===== src/rtl/dlr_pkg.sv =====
// Package: shared constants and controller/datapath interface types for dense_label_renumber.
`timescale 1ns / 1ps
`default_nettype none

package dlr_pkg;

    localparam int TABLE_DEPTH_DEF = 256;
    localparam int LABEL_BITS_DEF  = 32;
    localparam int LABEL_IN_W      = 32;
    localparam int DENSE_W         = 9;

    typedef struct packed {
        logic load;
        logic step;
        logic finish;
    } t_dlr_cmd;

    typedef struct packed {
        logic resolved;
    } t_dlr_status;

endpackage

`default_nettype wire


===== src/rtl/dlr_ctrl.sv =====
// Controller: sequences accept, table scan and result hand-off.
`timescale 1ns / 1ps
`default_nettype none

module dlr_ctrl (
    input  wire logic              i_clk,
    input  wire logic              i_rst_n,
    input  wire logic              i_in_valid,
    output logic                   o_in_ready,
    output logic                   o_out_valid,
    input  wire logic              i_out_ready,
    input  wire dlr_pkg::t_dlr_status i_status,
    output dlr_pkg::t_dlr_cmd      o_cmd
);

    typedef enum logic [0:0] {
        S_IDLE,
        S_SCAN
    } t_state;

    t_state r_state;
    t_state n_state;
    logic   r_out_valid;
    logic   n_out_valid;
    logic   w_out_free;

    assign w_out_free  = !r_out_valid || i_out_ready;
    assign o_in_ready  = (r_state == S_IDLE);
    assign o_out_valid = r_out_valid;

    always_comb begin
        o_cmd.load   = 1'b0;
        o_cmd.step   = 1'b0;
        o_cmd.finish = 1'b0;
        n_state      = r_state;
        case (r_state)
            S_IDLE: begin
                if (i_in_valid) begin
                    o_cmd.load = 1'b1;
                    n_state    = S_SCAN;
                end
            end
            S_SCAN: begin
                if (!i_status.resolved) begin
                    o_cmd.step = 1'b1;
                end else if (w_out_free) begin
                    o_cmd.finish = 1'b1;
                    n_state      = S_IDLE;
                end
            end
            default: n_state = S_IDLE;
        endcase
        n_out_valid = r_out_valid;
        if (o_cmd.finish) begin
            n_out_valid = 1'b1;
        end else if (i_out_ready) begin
            n_out_valid = 1'b0;
        end
    end

    always_ff @(posedge i_clk) begin
        if (!i_rst_n) begin
            r_state     <= S_IDLE;
            r_out_valid <= 1'b0;
        end else begin
            r_state     <= n_state;
            r_out_valid <= n_out_valid;
        end
    end

endmodule

`default_nettype wire


===== config.mk =====
export PLATFORM = sky130hd
export DESIGN_NAME = dlr_ctrl
export DESIGN_NICKNAME = d
export VERILOG_FILES = /design/src/rtl/dlr_pkg.sv /design/src/rtl/dlr_ctrl.sv
export SDC_FILE = /design/constraint.sdc
export NUM_CORES = 1
export LEC_CHECK = 0
export BUFFER_PORTS_ARGS = -buffer_cell sky130_fd_sc_hd__buf_2
export CORE_AREA = 2 2 39 41
export DETAILED_ROUTE_END_ITERATION = 7
export DIE_AREA = 0 0 41 43
export GPL_ROUTABILITY_DRIVEN = 0
export GPL_TIMING_DRIVEN = 1
export SETUP_SLACK_MARGIN = 0.1
export SLEW_MARGIN = 20
export SYNTH_ARGS = -nofsm -noshare
export SYNTH_HDL_FRONTEND = slang
export SYNTH_SLANG_ARGS = --single-unit

===== constraint.sdc =====
create_clock -name i_clk -period 1.1 [get_ports i_clk]
set_input_delay 0.22 -clock i_clk [delete_from_list [all_inputs] [get_ports i_clk]]
set_output_delay 0.22 -clock i_clk [all_outputs]
set_load 0.05 [all_outputs]

==> results by group <==
Clock tree
  • Number of buffers created by CTS: 3
  • Clk buf depth: 2
  • CTS Sinks: 2
  • CTS root buf: clkbuf_4
  • Clock transition at path regs: 0.04 ns
  • Htree depth: 1
  • CTS tree: yes
  • Skew-Pair Late Insertion Delay: 0.23 ns
  • CTS Hold Bufs: 0

Finish
  • Area grow syn2layout: 152.3%
  • Layout cells sized above 1: 88.46%
  • Ant diodes: 0
  • Final Instance Count excl. Fillers: 42
  • Final #Nets: 32

STA
  • Worst slew pin tran: 0.2483 ns
  • Setup violators final: 2
  • Minimum clock period: 1.135 ns
  • Fin. max-slew vios: 0
  • FMAX: 0.8809 GHz
  • Fin. Hold Viols: 0
  • RSZ-0062 raised after global routing: true
  • Crit share post-route: 103.2%
  • Slew HR: 83.56%
  • Clock Skew: 0.007039 ns
  • PnR worst setup slack: -0.03519 ns

Power
  • VDD IR max: 0.3281 mV
  • Design Power: 377.5 uW
  • Leak: 0.1297 nW
  • Pwr/cell area: 1390 nW/um2

Drt
  • DRC violations left: 0
  • DRC marker count from the first detailed-route iteration: 2
  • DR WL/cell: 8.214 um
  • Antenna-violating nets left: 0
  • DR vias: 141
  • 1st-pass router iterations: 2
  • Vias per cell: 3.357
  • WL final: 345 um

Logic synthesis
  • Number of enable flip-flop cells after synthesis: 0
  • Distinct cells, synth: 10
  • Synthesized area per cell: 8.967 um2
  • Seq/Total Area, Yosys: 37.21%
  • Syn nets: 17
  • Post-Synthesis Cells: 12
  • Synth async-reset ratio: 0%
  • Main flop type after synthesis: dfxtp_1
  • Yosys warning count: 0
  • Leading area contributor after synthesis: dfxtp_1
  • Post-synthesis sequential element count: 2
  • Post-synth top cells: dfxtp_1 (2), nor2b_1 (2)
  • Post-Syn Area: 107.6 um2
  • Top-area cell type share of the netlist area: 37.21%
  • Synth top area cells: dfxtp_1 (37%), nand2b_4 (13%), nor2b_1 (12%)

Global route
  • GRT met1 Usage: 6.070%
  • First-pass GRT wire length: 593 um
  • Largest net degree at the start of global routing: 6
  • Busiest grt layer: met4
  • Initial antenna violation count: 0
  • GRT Residual Overflow: 0
  • GRT Resource Usage Total: 6.112%
  • Global Route met2 Usage: 5.313%
  • Met3 Track Usage GR: 3.665%
  • Number of global-route vias before repair: 155

Place
  • DP Cell Count: 36
  • Setup slack at placement: 0.001887 ns
  • Post-DP HPWL: 238.8 um
  • # port buffers: 9

Die
  • Die Height: 43 um
  • Initial core utilization: 7.776%
  • Core box area: 1384 um2
  • Die Area: 1763 um2
  • Num rows: 14
  • Die span in x: 41 um
  • IO Pins: 10

Worst setup path
  • Worst setup SP type: flip-flop
  • Required time worst endpoint: 0.88 ns
  • Crit Path Max Fanout: 2
  • Crit Path Category: flip-flop to primary output
  • CP Capture Type: primary output
  • Crit path DAT: 0.92 ns

Flow run
  • MaxCap Viol Count: 0

Status
  • Violated checks: negative setup slack
  • Status: finished, violations left

Min path
  • Worst min-delay path category: primary input to flip-flop
[final timing paths]
path                       to  cells after the start  slack, ns         from
hold / removal    o_out_valid                      2       0.24      i_rst_n
setup / recovery     o_cmd[0]                      3      -0.04  o_out_valid
hold reg to reg       r_state                      1       0.49      r_state
setup reg to reg      r_state                      3       0.34  o_out_valid
[sequential cells by signal, summed over array words and instances, names as in the netlist]
register and cells:
o_out_valid 1, r_state 1
[metal layers]
metal | part of all wire (%) | up-vias
li1 | - | 67
met1 | 38 | 61
met2 | 38 | 11
met3 | 15 | 2
met4 | 7.8 | 0
met5 | 0 | -
[cell type report]
| class | count | area, um2 |
|---|---|---|
| Sequential cell | 2 | 47.55 |
| Timing Repair Buffer | 11 | 92.59 |
| Multi-Input combinational cell | 8 | 81.33 |
| Fill cell | 147 | 1112 |
| Clock buffer | 4 | 26.28 |
| Inverter | 1 | 3.754 |
| Tap cell | 16 | 20.02 |
[repair_timing]
| action | 4_1_cts | 5_1_grt |
|---|---|---|
| endpoints found under the setup margin | 5 | 5 |
| buffers inserted | 2 | 0 |
| gates resized for setup | 16 | 1 |
| pin swaps | 0 | 1 |
[stage by stage]
| stage | instance area [um2] | hold WS (ns) | utilization, % | TNS [ns] |
|---|---|---|---|---|
| final | 271.5 | 0.2420 | 19.62 | -0.05100 |
| after global routing | 271.5 | 0.2413 | 19.62 | -0.1598 |
| after CTS | 267.8 | 0.2300 | 19.35 | -0.1003 |
| after detailed placement | 178.9 | 0.4771 | 12.93 | 0 |
| after global placement | 178.9 | 0.4719 | 12.93 | 0 |
| after floorplan | 121.4 | 0.3280 | - | -0.1053 |
[critical path, stage by stage (launching register included)]
cell and delay, ns:
dfxtp_4 0.34, nand2b_4 0.06, nor2b_4 0.13, buf_6 0.16
[logic make-up (layout without fill, tap and decap cells)]
group / Yosys count / after routing / share of synthesized area [%]
flip-flops: 2 / 2 / 37.21
AO/OA/AOI/OAI: 3 / 3 / 20.93
buffers and inverters: 2 / 16 / 10.46
AND/OR/NAND/NOR: 5 / 5 / 31.38
[report_power, final]
group	total, mW	switching, mW	internal (mW)	leakage [nW]
sequential	0.0841	0.00755	0.0765	0.0178
combinational	0.109	0.0641	0.0453	0.0969
clock	0.184	0.0488	0.135	0.0150
total	0.377	0.120	0.257	0.130
[layout by cell type, fill, tap and decap left out]
master,Yosys,routed
nor2b_4,0,1
clkbuf_1,0,1
buf_8,0,2
a21boi_2,1,1
dfxtp_4,0,2
nor2b_2,0,1
a31oi_1,1,1
inv_2,0,1
nand2_4,0,1
clkbuf_4,0,3
nor2_4,0,1
nand2b_4,1,1
buf_2,0,5
buf_6,0,2
buf_4,1,2
o21ai_1,1,1
(Power assumes the default switching activity.)
